<file path="config.mk">
export PLATFORM = sky130hd
export DESIGN_NAME = record_length_prefix_parser
export DESIGN_NICKNAME = d
export VERILOG_FILES = /design/src/sv/rlpp_pkg.sv /design/src/sv/record_length_prefix_parser.sv
export SDC_FILE = /design/constraint.sdc
export NUM_CORES = 1
export LEC_CHECK = 0
export ABC_AREA = 1
export ABC_CLOCK_PERIOD_IN_PS = 3270
export BUFFER_PORTS_ARGS = -buffer_cell sky130_fd_sc_hd__buf_2
export CAP_MARGIN = 10
export CORE_MARGIN = 1.5
export CORE_UTILIZATION = 55
export DETAILED_ROUTE_END_ITERATION = 12
export MAX_ROUTING_LAYER = met4
export PLACE_DENSITY = 0.74
export SETUP_SLACK_MARGIN = 0.1
export SYNTH_ARGS = -nofsm -noshare
export SYNTH_HDL_FRONTEND = slang
export SYNTH_SLANG_ARGS = --single-unit
</file>
<file path="constraint.sdc">
create_clock -name i_clk -period 3.27 [get_ports i_clk]
set_clock_uncertainty 0.2 [all_clocks]
set_input_delay 0.4905 -clock i_clk [delete_from_list [all_inputs] [get_ports i_clk]]
set_output_delay 0.4905 -clock i_clk [all_outputs]
set_load 0.01 [all_outputs]
</file>
<file path="src/sv/rlpp_pkg.sv">
// ----------------------------------------------------------------------------
// rlpp_pkg
// Types and codes shared by the length-prefixed record parser.
// ----------------------------------------------------------------------------
`default_nettype none

package rlpp_pkg;

    typedef enum logic [2:0] {
        PH_COUNT,
        PH_TYPE,
        PH_LEN,
        PH_DATA,
        PH_DONE
    } t_phase;

    localparam logic [1:0] KIND_BYTE   = 2'd0;
    localparam logic [1:0] KIND_LENGTH = 2'd1;
    localparam logic [1:0] KIND_STATUS = 2'd2;

    localparam logic [1:0] FLD_TYPE   = 2'd0;
    localparam logic [1:0] FLD_LABEL  = 2'd1;
    localparam logic [1:0] FLD_USER   = 2'd2;
    localparam logic [1:0] FLD_SECRET = 2'd3;

    localparam logic [1:0] ST_OK    = 2'd0;
    localparam logic [1:0] ST_COUNT = 2'd1;
    localparam logic [1:0] ST_TRUNC = 2'd2;
    localparam logic [1:0] ST_LONG  = 2'd3;

    // output queue
    localparam int QDEPTH = 4;
    localparam int QAW    = 2;

    typedef struct packed {
        logic [7:0] data_byte;
        logic       end_of_stream;
    } t_in;

    typedef struct packed {
        logic [1:0] kind;
        logic [4:0] entry_index;
        logic [1:0] field;
        logic [6:0] position;
        logic [7:0] value;
        logic [1:0] status;
        logic [5:0] entry_count;
        logic       last;
    } t_out;

endpackage

`default_nettype wire

</file>
<file path="src/sv/record_length_prefix_parser.sv">
// ----------------------------------------------------------------------------
// record_length_prefix_parser
// Parses a count, then per record a type byte and three length-prefixed
// fields, and emits one word per type byte, field byte and field length,
// plus a final status word on the end-of-stream byte.
// ----------------------------------------------------------------------------
// Input channel: i_valid / o_stall / i_data, one stream byte per word.
// Output channel: o_valid / i_stall / o_data, one result per word.
// A byte is parsed in the cycle it is accepted; the parse state registers
// update at that edge and its results enter a four-word output queue, so the
// first result is shown on o_data from the queue register, after any
// words queued ahead of it. Throughput is one byte per cycle while the
// receiver takes words; the output port moves one word per cycle, so an
// end byte that also yields a field word (two results) leaves as two words.
// o_stall rises when fewer than two queue slots are free, which is set by
// the queue depth. When the receiver stalls, queued words hold and input
// stalls before the queue can overflow. Reset clears the parse state, any
// latched error and the queue; the next byte is taken as a record count.
// The end byte also returns the parse state to its reset value.
// ----------------------------------------------------------------------------
`default_nettype none

module record_length_prefix_parser #(
    parameter int MAX_RECORDS     = 32,
    parameter int LABEL_CAPACITY  = 32,
    parameter int USER_CAPACITY   = 64,
    parameter int SECRET_CAPACITY = 128
) (
    input  wire logic             i_clk,
    input  wire logic             i_rst_n,
    input  wire logic             i_valid,
    output logic                  o_stall,
    input  wire rlpp_pkg::t_in    i_data,
    output logic                  o_valid,
    input  wire logic             i_stall,
    output rlpp_pkg::t_out        o_data
);

    localparam logic [7:0] MAX_REC_B  = 8'(MAX_RECORDS);
    localparam logic [8:0] LABEL_CAP  = 9'(LABEL_CAPACITY);
    localparam logic [8:0] USER_CAP   = 9'(USER_CAPACITY);
    localparam logic [8:0] SECRET_CAP = 9'(SECRET_CAPACITY);
    localparam logic [2:0] QDEPTH_C   = 3'(rlpp_pkg::QDEPTH);

    // parse state
    rlpp_pkg::t_phase r_phase, n_phase, w_phase;
    logic [7:0] r_rec_exp, n_rec_exp, w_rec_exp;
    logic [7:0] r_rec_num, n_rec_num, w_rec_num;
    logic [1:0] r_fld_num, n_fld_num, w_fld_num;
    logic [7:0] r_remain,  n_remain,  w_remain;
    logic [6:0] r_offset,  n_offset,  w_offset;
    logic [1:0] r_err,     n_err,     w_err;

    // output queue
    rlpp_pkg::t_out r_queue [rlpp_pkg::QDEPTH];
    logic [rlpp_pkg::QAW-1:0] r_head, r_tail;
    logic [2:0]               r_count, n_count;

    logic           w_in_acc, w_out_acc;
    logic [1:0]     w_nres;
    rlpp_pkg::t_out w_res0, w_res1;
    logic [8:0]     w_cap;
    logic [7:0]     w_b;
    logic [1:0]     w_fin_err;

    assign w_b       = i_data.data_byte;
    assign o_stall   = (r_count > (QDEPTH_C - 3'd2));
    assign w_in_acc  = i_valid && !o_stall;
    assign o_valid   = (r_count != 3'd0);
    assign w_out_acc = o_valid && !i_stall;
    assign o_data    = r_queue[r_head];

    always_comb begin
        case (r_fld_num)
            rlpp_pkg::FLD_LABEL: w_cap = LABEL_CAP;
            rlpp_pkg::FLD_USER:  w_cap = USER_CAP;
            default:             w_cap = SECRET_CAP;
        endcase
    end

    // next state: first the byte's step, then the end-of-stream return to reset
    always_comb begin
        w_phase   = r_phase;
        w_rec_exp = r_rec_exp;
        w_rec_num = r_rec_num;
        w_fld_num = r_fld_num;
        w_remain  = r_remain;
        w_offset  = r_offset;
        w_err     = r_err;
        if (r_err == rlpp_pkg::ST_OK) begin
            unique case (r_phase)
                rlpp_pkg::PH_COUNT: begin
                    if (w_b > MAX_REC_B) begin
                        w_err = rlpp_pkg::ST_COUNT;
                    end else begin
                        w_rec_exp = w_b;
                        w_rec_num = 8'd0;
                        w_fld_num = rlpp_pkg::FLD_TYPE;
                        w_phase   = (w_b == 8'd0) ? rlpp_pkg::PH_DONE : rlpp_pkg::PH_TYPE;
                    end
                end
                rlpp_pkg::PH_TYPE: begin
                    w_fld_num = rlpp_pkg::FLD_LABEL;
                    w_phase   = rlpp_pkg::PH_LEN;
                end
                rlpp_pkg::PH_LEN, rlpp_pkg::PH_DATA: begin
                    if (r_phase == rlpp_pkg::PH_LEN && {1'b0, w_b} >= w_cap) begin
                        w_err = rlpp_pkg::ST_LONG;
                    end else if ((r_phase == rlpp_pkg::PH_LEN && w_b == 8'd0) ||
                                 (r_phase == rlpp_pkg::PH_DATA && r_remain == 8'd1)) begin
                        // field complete: move on, or close the record after the secret
                        w_remain = 8'd0;
                        w_offset = 7'd0;
                        if (r_fld_num == rlpp_pkg::FLD_SECRET) begin
                            w_fld_num = rlpp_pkg::FLD_TYPE;
                            w_rec_num = r_rec_num + 8'd1;
                            w_phase   = ((r_rec_num + 8'd1) >= r_rec_exp) ?
                                        rlpp_pkg::PH_DONE : rlpp_pkg::PH_TYPE;
                        end else begin
                            w_fld_num = r_fld_num + 2'd1;
                            w_phase   = rlpp_pkg::PH_LEN;
                        end
                    end else if (r_phase == rlpp_pkg::PH_LEN) begin
                        w_remain = w_b;
                        w_offset = 7'd0;
                        w_phase  = rlpp_pkg::PH_DATA;
                    end else begin
                        w_remain = r_remain - 8'd1;
                        w_offset = r_offset + 7'd1;
                    end
                end
                rlpp_pkg::PH_DONE: begin
                end
                default: begin
                end
            endcase
        end

        if (w_err == rlpp_pkg::ST_OK && w_phase != rlpp_pkg::PH_DONE) begin
            w_fin_err = rlpp_pkg::ST_TRUNC;
        end else begin
            w_fin_err = w_err;
        end

        n_phase   = r_phase;
        n_rec_exp = r_rec_exp;
        n_rec_num = r_rec_num;
        n_fld_num = r_fld_num;
        n_remain  = r_remain;
        n_offset  = r_offset;
        n_err     = r_err;
        if (w_in_acc) begin
            if (i_data.end_of_stream) begin
                n_phase   = rlpp_pkg::PH_COUNT;
                n_rec_exp = 8'd0;
                n_rec_num = 8'd0;
                n_fld_num = rlpp_pkg::FLD_TYPE;
                n_remain  = 8'd0;
                n_offset  = 7'd0;
                n_err     = rlpp_pkg::ST_OK;
            end else begin
                n_phase   = w_phase;
                n_rec_exp = w_rec_exp;
                n_rec_num = w_rec_num;
                n_fld_num = w_fld_num;
                n_remain  = w_remain;
                n_offset  = w_offset;
                n_err     = w_err;
            end
        end
    end

    // result words for the byte
    always_comb begin
        logic field_out;
        field_out = 1'b0;
        w_res0 = '0;
        w_res1 = '0;
        if (r_err == rlpp_pkg::ST_OK) begin
            unique case (r_phase)
                rlpp_pkg::PH_TYPE: begin
                    field_out          = 1'b1;
                    w_res0.kind        = rlpp_pkg::KIND_BYTE;
                    w_res0.field       = rlpp_pkg::FLD_TYPE;
                end
                rlpp_pkg::PH_LEN: begin
                    field_out          = ({1'b0, w_b} < w_cap);
                    w_res0.kind        = rlpp_pkg::KIND_LENGTH;
                    w_res0.field       = r_fld_num;
                end
                rlpp_pkg::PH_DATA: begin
                    field_out          = 1'b1;
                    w_res0.kind        = rlpp_pkg::KIND_BYTE;
                    w_res0.field       = r_fld_num;
                    w_res0.position    = r_offset;
                end
                rlpp_pkg::PH_COUNT, rlpp_pkg::PH_DONE: begin
                end
                default: begin
                end
            endcase
        end
        w_res0.entry_index = r_rec_num[4:0];
        w_res0.value       = w_b;
        w_res0.last        = !i_data.end_of_stream;

        w_res1.kind        = rlpp_pkg::KIND_STATUS;
        w_res1.status      = w_fin_err;
        w_res1.entry_count = (w_fin_err == rlpp_pkg::ST_OK) ? w_rec_exp[5:0] : 6'd0;
        w_res1.last        = 1'b1;

        if (!field_out) begin
            // only the status word, if any, goes out
            w_res0 = w_res1;
            w_nres = i_data.end_of_stream ? 2'd1 : 2'd0;
        end else begin
            w_nres = i_data.end_of_stream ? 2'd2 : 2'd1;
        end
    end

    always_comb begin
        n_count = r_count;
        if (w_in_acc) begin
            n_count = n_count + {1'b0, w_nres};
        end
        if (w_out_acc) begin
            n_count = n_count - 3'd1;
        end
    end

    always_ff @(posedge i_clk) begin
        if (w_in_acc && w_nres != 2'd0) begin
            r_queue[r_tail] <= w_res0;
        end
        if (w_in_acc && w_nres == 2'd2) begin
            r_queue[r_tail + 2'd1] <= w_res1;
        end
    end

    always_ff @(posedge i_clk) begin
        if (!i_rst_n) begin
            r_phase   <= rlpp_pkg::PH_COUNT;
            r_rec_exp <= 8'd0;
            r_rec_num <= 8'd0;
            r_fld_num <= rlpp_pkg::FLD_TYPE;
            r_remain  <= 8'd0;
            r_offset  <= 7'd0;
            r_err     <= rlpp_pkg::ST_OK;
            r_head    <= '0;
            r_tail    <= '0;
            r_count   <= 3'd0;
        end else begin
            r_phase   <= n_phase;
            r_rec_exp <= n_rec_exp;
            r_rec_num <= n_rec_num;
            r_fld_num <= n_fld_num;
            r_remain  <= n_remain;
            r_offset  <= n_offset;
            r_err     <= n_err;
            r_count   <= n_count;
            if (w_in_acc) begin
                r_tail <= r_tail + w_nres;
            end
            if (w_out_acc) begin
                r_head <= r_head + 2'd1;
            end
        end
    end

    a_queue_bound: assert property (@(posedge i_clk) disable iff (!i_rst_n)
        r_count <= QDEPTH_C)
        else $error("output queue overflow");

    a_end_resets: assert property (@(posedge i_clk) disable iff (!i_rst_n)
        (w_in_acc && i_data.end_of_stream) |=>
            (r_phase == rlpp_pkg::PH_COUNT && r_err == rlpp_pkg::ST_OK))
        else $error("parse state not cleared after end byte");

    a_error_silent: assert property (@(posedge i_clk) disable iff (!i_rst_n)
        (w_in_acc && r_err != rlpp_pkg::ST_OK) |->
            (w_nres == (i_data.end_of_stream ? 2'd1 : 2'd0)))
        else $error("field word produced after error");

    a_record_range: assert property (@(posedge i_clk) disable iff (!i_rst_n)
        (r_phase == rlpp_pkg::PH_TYPE || r_phase == rlpp_pkg::PH_LEN ||
         r_phase == rlpp_pkg::PH_DATA) |-> (r_rec_num < r_rec_exp))
        else $error("record number past expected count");

endmodule

`default_nettype wire
</file>
==> metrics.txt, run 1 <==
WHS Path Cells=3; DR WL/cell=17.0 um; flops & latches, synth=around 180; Syn Nets=between 1000 and 1500; clock-pin slew on the worst setup and hold paths=0.07 ns; initial antenna violation count=0; sequential fraction of the synthesis area=between 40% and 50%; RSZ-0062 raised after global routing=true; clock root buffer=clkbuf_16; Rows=44; status=complete, no violations; Syn Area/Cell=about 7.7 um^2; Slew Limit Headroom=roughly 53%; Layout area overhead=18.2%; Post-synth EDFFs=32; mux cell area share after synthesis=0%; pwr dens=663 nW/um^2; Max Cap Viol=0; number of global-route vias before repair=just over 7000; Syn Std Cell Area=8300 um^2; Worst VDD drop=about 440 uV; Buffers on Ports=47; Final Hold Viols=0; Tmin final=3.17 ns; critical-path cell list=inv_2, ha_4, inv_2, ha_4, nand2_2, nand2_2, a21oi_4, nand2_2, o21ai_2, nand2_2, ha_4, ha_4, fa_1, o21ai_2, ha_1, nand2_1, nand2_1, a21oi_2; data arrival time of the critical path=3.34 ns; post-synth cell types=45; DRC=0; Internal Power=about 0.0043 W; highest-delay cell along the critical path=fa_1; routability cong.=roughly 0.96; Post-Synth Adder-Cell Area=~3.9%; sequential power share=around two fifths; pre-CTS setup slack=-0.0177 ns; class of the worst hold path=in -> reg; Worst Path Max Fanout=2; Clk pwr share=32.2%; H-tree depth=4; vias per inst=5.82; switching share of power=around 33%; DR vias=about 7700; full die area=15800 um^2; clock tree buffer depth=2; CP bufs+invs=2; drt first pass iters=8; Slew @ Worst Pin=0.701 ns; P_leak=between 3 and 4 nW; Pins Over Slew Limit=0; combinational power share=around 28%; overall power=around 0.0065 W; Yosys Warn Count=0; Main synth FF type=dfxtp_1; Crit path depth=18; total CTS buffers=17; I/O Pins=48; largest net degree at the start of global routing=67; CP delay by family, top=adder cells; layout cells sized above 1=~17%; Cells after Synth=~1100; first-pass GRT wire length=approximately 36 mm; combinational family with the most area after synthesis=simple AND/OR/NAND/NOR gates; critical path class=reg -> reg; nets@finish=around 1200; Initial DRC Count=694; crit end category=flop; worst path required time=3.44 ns; Largest stage delay, worst path=between 0.4 and 0.5 ns; Cells after DPL=between 1000 and 1500; CTS tree=built; Post-Synth XOR/XNOR Area=0.949%; Die Height=126 um; DP HPWL=14.2 mm; final WL=22.5 mm; fin worst setup slack=slightly above 0.1 ns; ANT cells=0; fin crit share=between 90 and 100%; Chip Width=126 um; post-synthesis compound-gate area fraction=approximately a fifth; DRT antenna net count=0; Synth async-reset ratio=0%; Post-Layout Cell Count=1325; simple-gate area share of the yosys netlist=22.0%; Psw=approximately 0.0022 W; gr usage total=29.1%; fmax=316 MHz; crit path launch type=flop; r2r worst-path depth=18; TritonCTS Sinks=between 150 and 200; core region area=14600 um^2; Initial Util=56.7%; # setup viols final=0; setup slack, reg-to-reg=0.10 ns; grt ovf=0; Skew-Pair Late Insertion Delay=around 0.43 ns
## state kept, by name, indices dropped and copies added (netlist names), named ones only
| signal | flops |
|---|---|
| r_queue | 132 |
| r_rec_exp | 8 |
| r_rec_num | 8 |
| r_remain | 8 |
| r_offset | 7 |
| r_count | 3 |
| r_phase | 3 |
| r_err | 2 |
| r_fld_num | 2 |
| r_head | 2 |
| r_tail | 2 |
## power groups by stage
stage | Combinational (W) | Clock [W] | Sequential, W
2_1_floorplan | 0.00115 | 0 | 0.00259
3_3_place_gp | 0.00166 | 0 | 0.00262
3_5_place_dp | 0.00167 | 0 | 0.00263
4_1_cts | 0.00170 | 0.00211 | 0.00258
5_1_grt | 0.00202 | 0.00221 | 0.00262
6_report | 0.00181 | 0.00210 | 0.00260
## worst min-delay path, stage by stage
cell and delay, ns:
buf_2 0.20, nand2_1 0.10, nor2_1 0.03
## Yosys cell counts, types with 2 or more instances
| library cell | number | area share (%) |
|---|---|---|
| nand2_1 | 179 | 8.1 |
| o21ai_0 | 175 | 11 |
| dfxtp_1 | 147 | 35 |
| nor2_1 | 141 | 6.4 |
| inv_1 | 74 | 3.3 |
| nand3_1 | 56 | 3.4 |
| a21oi_1 | 53 | 3.2 |
| clkbuf_1 | 35 | 1.6 |
| o22ai_1 | 33 | 2.5 |
| edfxtp_1 | 32 | 12 |
| ha_1 | 24 | 3.6 |
| o21ai_1 | 16 | 0.96 |
| buf_2 | 15 | 0.90 |
| nor3_1 | 13 | 0.78 |
| inv_2 | 12 | 0.54 |
| a211oi_1 | 10 | 0.90 |
| xor2_1 | 9 | 0.95 |
| nand4_2 | 7 | 1.1 |
| nand4_1 | 4 | 0.30 |
| nand3b_1 | 3 | 0.27 |
| nor2_4 | 3 | 0.41 |
| buf_1 | 2 | 0.090 |
| clkinv_1 | 2 | 0.090 |
| nand2_2 | 2 | 0.15 |
| nor2_8 | 2 | 0.48 |
| o2111ai_1 | 2 | 0.21 |
| o21a_1 | 2 | 0.18 |
| o21bai_1 | 2 | 0.18 |
| or2_2 | 2 | 0.15 |
## cell type report
class	count	area [um^2]
clock inverters	11	150
flip-flops and latches	179	3910
well taps	184	230
repair buffers	88	574
multi-input cells	754	4160
fillers	1210	4830
inverters	88	338
clock buffers	21	450
## logic make-up (layout without fill, tap and decap cells)
group                    after synthesis  count (layout)
AO/OA/AOI/OAI                        302             302
XOR/XNOR                               9               9
adder cells (fa/ha/maj)               25              25
buffers and inverters                140             208
flip-flops                           179             179
AND/OR/NAND/NOR                      418             418
## routing by layer
metal,vias up,global-route usage [%],share of wire (%)
met5,-,-,0
met4,0,8.86,2.0
met3,42,5.01,6.5
met2,300,46.3,48
met1,3639,38.2,43
li1,3736,-,-
## placed cells by master, fill, tap and decap left out, types with 8 or more instances in the layout
cell type  count
o21ai_1       15
nand2_2        8
o22ai_1       33
dfxtp_1      141
inv_1         69
nor2_1       136
inv_2         15
o21ai_0      173
ha_1          17
nand3_1       55
nand2_1      170
buf_2         47
edfxtp_1      32
a211oi_1      10
xor2_1         9
clkbuf_16     17
buf_4         35
a21oi_1       47
## worst paths after layout
path	start	endpoint
worst max-delay path	r_fld_num[0]$_SDFFE_PN0P_	r_count[1]$_SDFF_PN0_
worst min-delay path	i_rst_n	r_count[2]$_SDFF_PN0_
worst max register to register	r_fld_num[0]$_SDFFE_PN0P_	r_count[1]$_SDFF_PN0_
worst min register to register	r_offset[6]$_SDFFE_PN0P_	r_offset[6]$_SDFFE_PN0P_
## stage by stage
stage	hold WS (ns)	util, %	TNS, ns	cell area, um^2
2_1_floorplan	0.222	-	0	8340
3_3_place_gp	0.235	60.4	-0.00665	8840
5_1_grt	0.237	67.0	-0.0252	9820
3_5_place_dp	0.240	60.4	-0.0177	8840
6_report	0.238	67.0	0	9820
4_1_cts	0.220	64.7	0	9470
## repair_timing
| item | 4_1_cts | 5_1_grt |
|---|---|---|
| pin swaps | 6 | 16 |
| setup endpoints to repair | 19 | 165 |
| buffers inserted | 1 | 9 |
| gates resized for setup | 8 | 61 |
| hold buffers | 0 | 0 |
No activity file was read; power rests on OpenSTA's default activity.
==> run 2: changes to the inputs <==
--- a/config.mk
+++ b/config.mk
@@ -8,12 +8,12 @@
 export ABC_AREA = 1
 export ABC_CLOCK_PERIOD_IN_PS = 3270
 export BUFFER_PORTS_ARGS = -buffer_cell sky130_fd_sc_hd__buf_2
-export CAP_MARGIN = 10
+export CAP_MARGIN = 15
 export CORE_MARGIN = 1.5
 export CORE_UTILIZATION = 55
 export DETAILED_ROUTE_END_ITERATION = 12
 export MAX_ROUTING_LAYER = met4
-export PLACE_DENSITY = 0.74
+export PLACE_DENSITY = 0.79
 export SETUP_SLACK_MARGIN = 0.1
 export SYNTH_ARGS = -nofsm -noshare
 export SYNTH_HDL_FRONTEND = slang
==> run 2 against run 1 <==
Compared with the run above:
- first-iteration DRC count rose by 20%
- total power fell by 0.66%
- setup slack improved by 0.027 ns
- worst hold slack got worse by 0.0034 ns
==> metrics.txt, run 2 (synthesized netlist as in run 1, its figures left out) <==
status=complete, no violations; crit path launch=r_fld_num[0]$_SDFFE_PN0P_; vias per inst=5.91 (+1.4%); cts hold-fix bufs=0 (unchanged); Layout area overhead=17.8%; grt ovf=0 (unchanged); ANT cells=0 (unchanged); Worst VDD drop=448 uV (+1.1%); end of the critical path=r_queue[3][1]$_DFFE_PP_; DP HPWL=14.0 mm (-1.3%); Cells after DPL=1279 (-0.31%); Rows=44 (unchanged); drt first pass iters=7 (-1); Util after Layout=66.8% (-0.26 points); Worst Path Max Fanout=6 (+4); DRC=0 (unchanged); layout cells sized above 1=17.4% (about the same); r2r worst-path depth=17 (-1); Initial DRC Count=830 (+20%); Hold WS=0.235 ns (-0.00345 ns); final WL=22.5 mm (about the same); data arrival time of the critical path=3.09 ns (-0.25 ns); Die Height=126 um (unchanged); crit end category=flop; full die area=15800 um^2 (unchanged); fmax=318 MHz (+0.86%); clock root buffer=clkbuf_16; Post-Layout Cell Count=1320 (-0.38%); most used cell, CP=nand2_2; leading cell type in the layout, fill and taps excluded=o21ai_0; multi-input logic area=4160 um^2 (unchanged); core region area=14600 um^2 (unchanged); worst path required time=3.22 ns (-0.22 ns); initial antenna violation count=0 (unchanged); nets@finish=1161 (-0.43%); largest net degree at the start of global routing=67 (unchanged); Buffers on Ports=47 (unchanged); DR WL/cell=17.0 um (+0.41%); pwr dens=661 nW/um^2 (-0.26%); critical-path cell list=buf_4, ha_4, ha_2, inv_1, nand2_2, nand2_2, a21oi_2, nand2_1, o21ai_2, nand2_2, ha_4, nor2_1, inv_2, nor3_1, inv_1, nand2_4, buf_4; commonest non-fill, non-tap cells in the layout=o21ai_0, nand2_1, dfxtp_1; routability cong.=0.960 (+0.48%); setup TNS=0 ns (unchanged); P_leak=3.79 nW (-0.94%); r2r startpoint=r_fld_num[0]$_SDFFE_PN0P_; Max Cap Viol=0 (unchanged); # setup viols final=0 (unchanged); setup slack, reg-to-reg=0.13 ns (+0.03 ns); Chip Width=126 um (unchanged); crit path launch type=flop; class of the worst hold path=in -> reg; CTS tree=built; Final Hold Viols=0 (unchanged); Largest stage delay, worst path=0.45 ns (about the same); gr usage total=28.6% (-0.49 points); critical path class=reg -> reg; Skew-Pair Late Insertion Delay=0.44 ns (about the same); TritonCTS Sinks=179 (unchanged); DR vias=7798 (+1.0%); number of global-route vias before repair=7277 (+1.7%); total CTS buffers=17 (unchanged); DRT antenna net count=0 (unchanged); Pins Over Slew Limit=0 (unchanged); first-pass GRT wire length=35.0 mm (-1.8%); Initial Util=56.7% (unchanged); Fillers=1192 (-1.5%); H-tree depth=4 (unchanged); fin crit share=96.0% (-0.82 points); I/O Pins=48 (unchanged); clock tree buffer depth=2 (unchanged); Slew @ Worst Pin=0.666 ns (-0.0347 ns); max FFs per register=132 (unchanged); RSZ-0062 raised after global routing=true; R2R Path End=r_queue[3][1]$_DFFE_PP_; highest-delay cell along the critical path=nor3_1; clock-pin slew on the worst setup and hold paths=0.07 ns (about the same); Most flops, register=r_queue; Sequential Area=3920 um^2 (+0.26%); Tmin final=3.14 ns (-0.0269 ns); Slew Limit Headroom=55.6% (+2.3 points)
==> run 2: report_power, final <==
group,leakage [nW],switching (W),internal (W)
registers,1.48,0.000133,0.00245
logic,2.02,0.00118,0.000629
clock network,0.290,0.000961,0.00111
total,3.79,0.00228,0.00419
==> run 2: worst min-delay path by stage <==
stage / startpoint / end / slack, ns / depth (start not counted)
2_1_floorplan: r_queue[1][32]$_SDFFE_PP1P_ / r_queue[1][32]$_SDFFE_PP1P_ / 0.22 / 2
3_3_place_gp: r_queue[2][13]$_SDFFE_PP0P_ / r_queue[2][13]$_SDFFE_PP0P_ / 0.23 / 2
3_5_place_dp: r_queue[2][13]$_SDFFE_PP0P_ / r_queue[2][13]$_SDFFE_PP0P_ / 0.24 / 2
4_1_cts: i_rst_n / r_count[2]$_SDFF_PN0_ / 0.23 / 3
5_1_grt: i_rst_n / r_count[2]$_SDFF_PN0_ / 0.26 / 3
6_report: i_rst_n / r_count[2]$_SDFF_PN0_ / 0.23 / 3
==> run 2: repair_timing <==
item / CTS / global route
pin swaps: 1 / 13
resized for setup: 11 / 60
setup endpoints to repair: 102 / 164
setup buffers: 0 / 9
cloned: 0 / 0
==> run 2: metrics by stage <==
step / instance area (um^2) / setup WS (ns) / power [W]
after floorplan: 8340 / 0.109 / 0.00375
after global placement: 8800 / 0.00618 / 0.00426
final: 9780 / 0.130 / 0.00646
after CTS: 9440 / 0.00613 / 0.00634
after detailed placement: 8800 / -0.0904 / 0.00429
after global routing: 9780 / -0.0184 / 0.00678
==> run 2: layer usage <==
layer | wire [um] | GRT usage (%) | vias to the layer above
met3 | 1480 | 5.40 | 54
li1 | - | - | 3743
met1 | 9620 | 35.1 | 3701
met5 | 0 | - | -
met2 | 10900 | 46.3 | 300
met4 | 533 | 12.3 | 0
==> run 2: final cells by class <==
| cell class | instances | area share (%) |
|---|---|---|
| well taps | 184 | 2.35 |
| flip-flops and latches | 179 | 40.1 |
| multi-input cells | 754 | 42.6 |
| repair buffers | 83 | 5.25 |
| clock buffers | 18 | 4.49 |
| inverters | 88 | 3.56 |
| clock inverters | 14 | 1.68 |
==> run 2: worst max-delay path, delay by kind of cell, from the launching register on <==
family | cells | cell delay, ns
AOI/OAI and AO/OA | 2 | 0.21
and+or+nand+nor | 7 | 1.03
DFF | 1 | 0.34
adders and majority gates | 3 | 0.46
buffers and inverters | 5 | 0.61
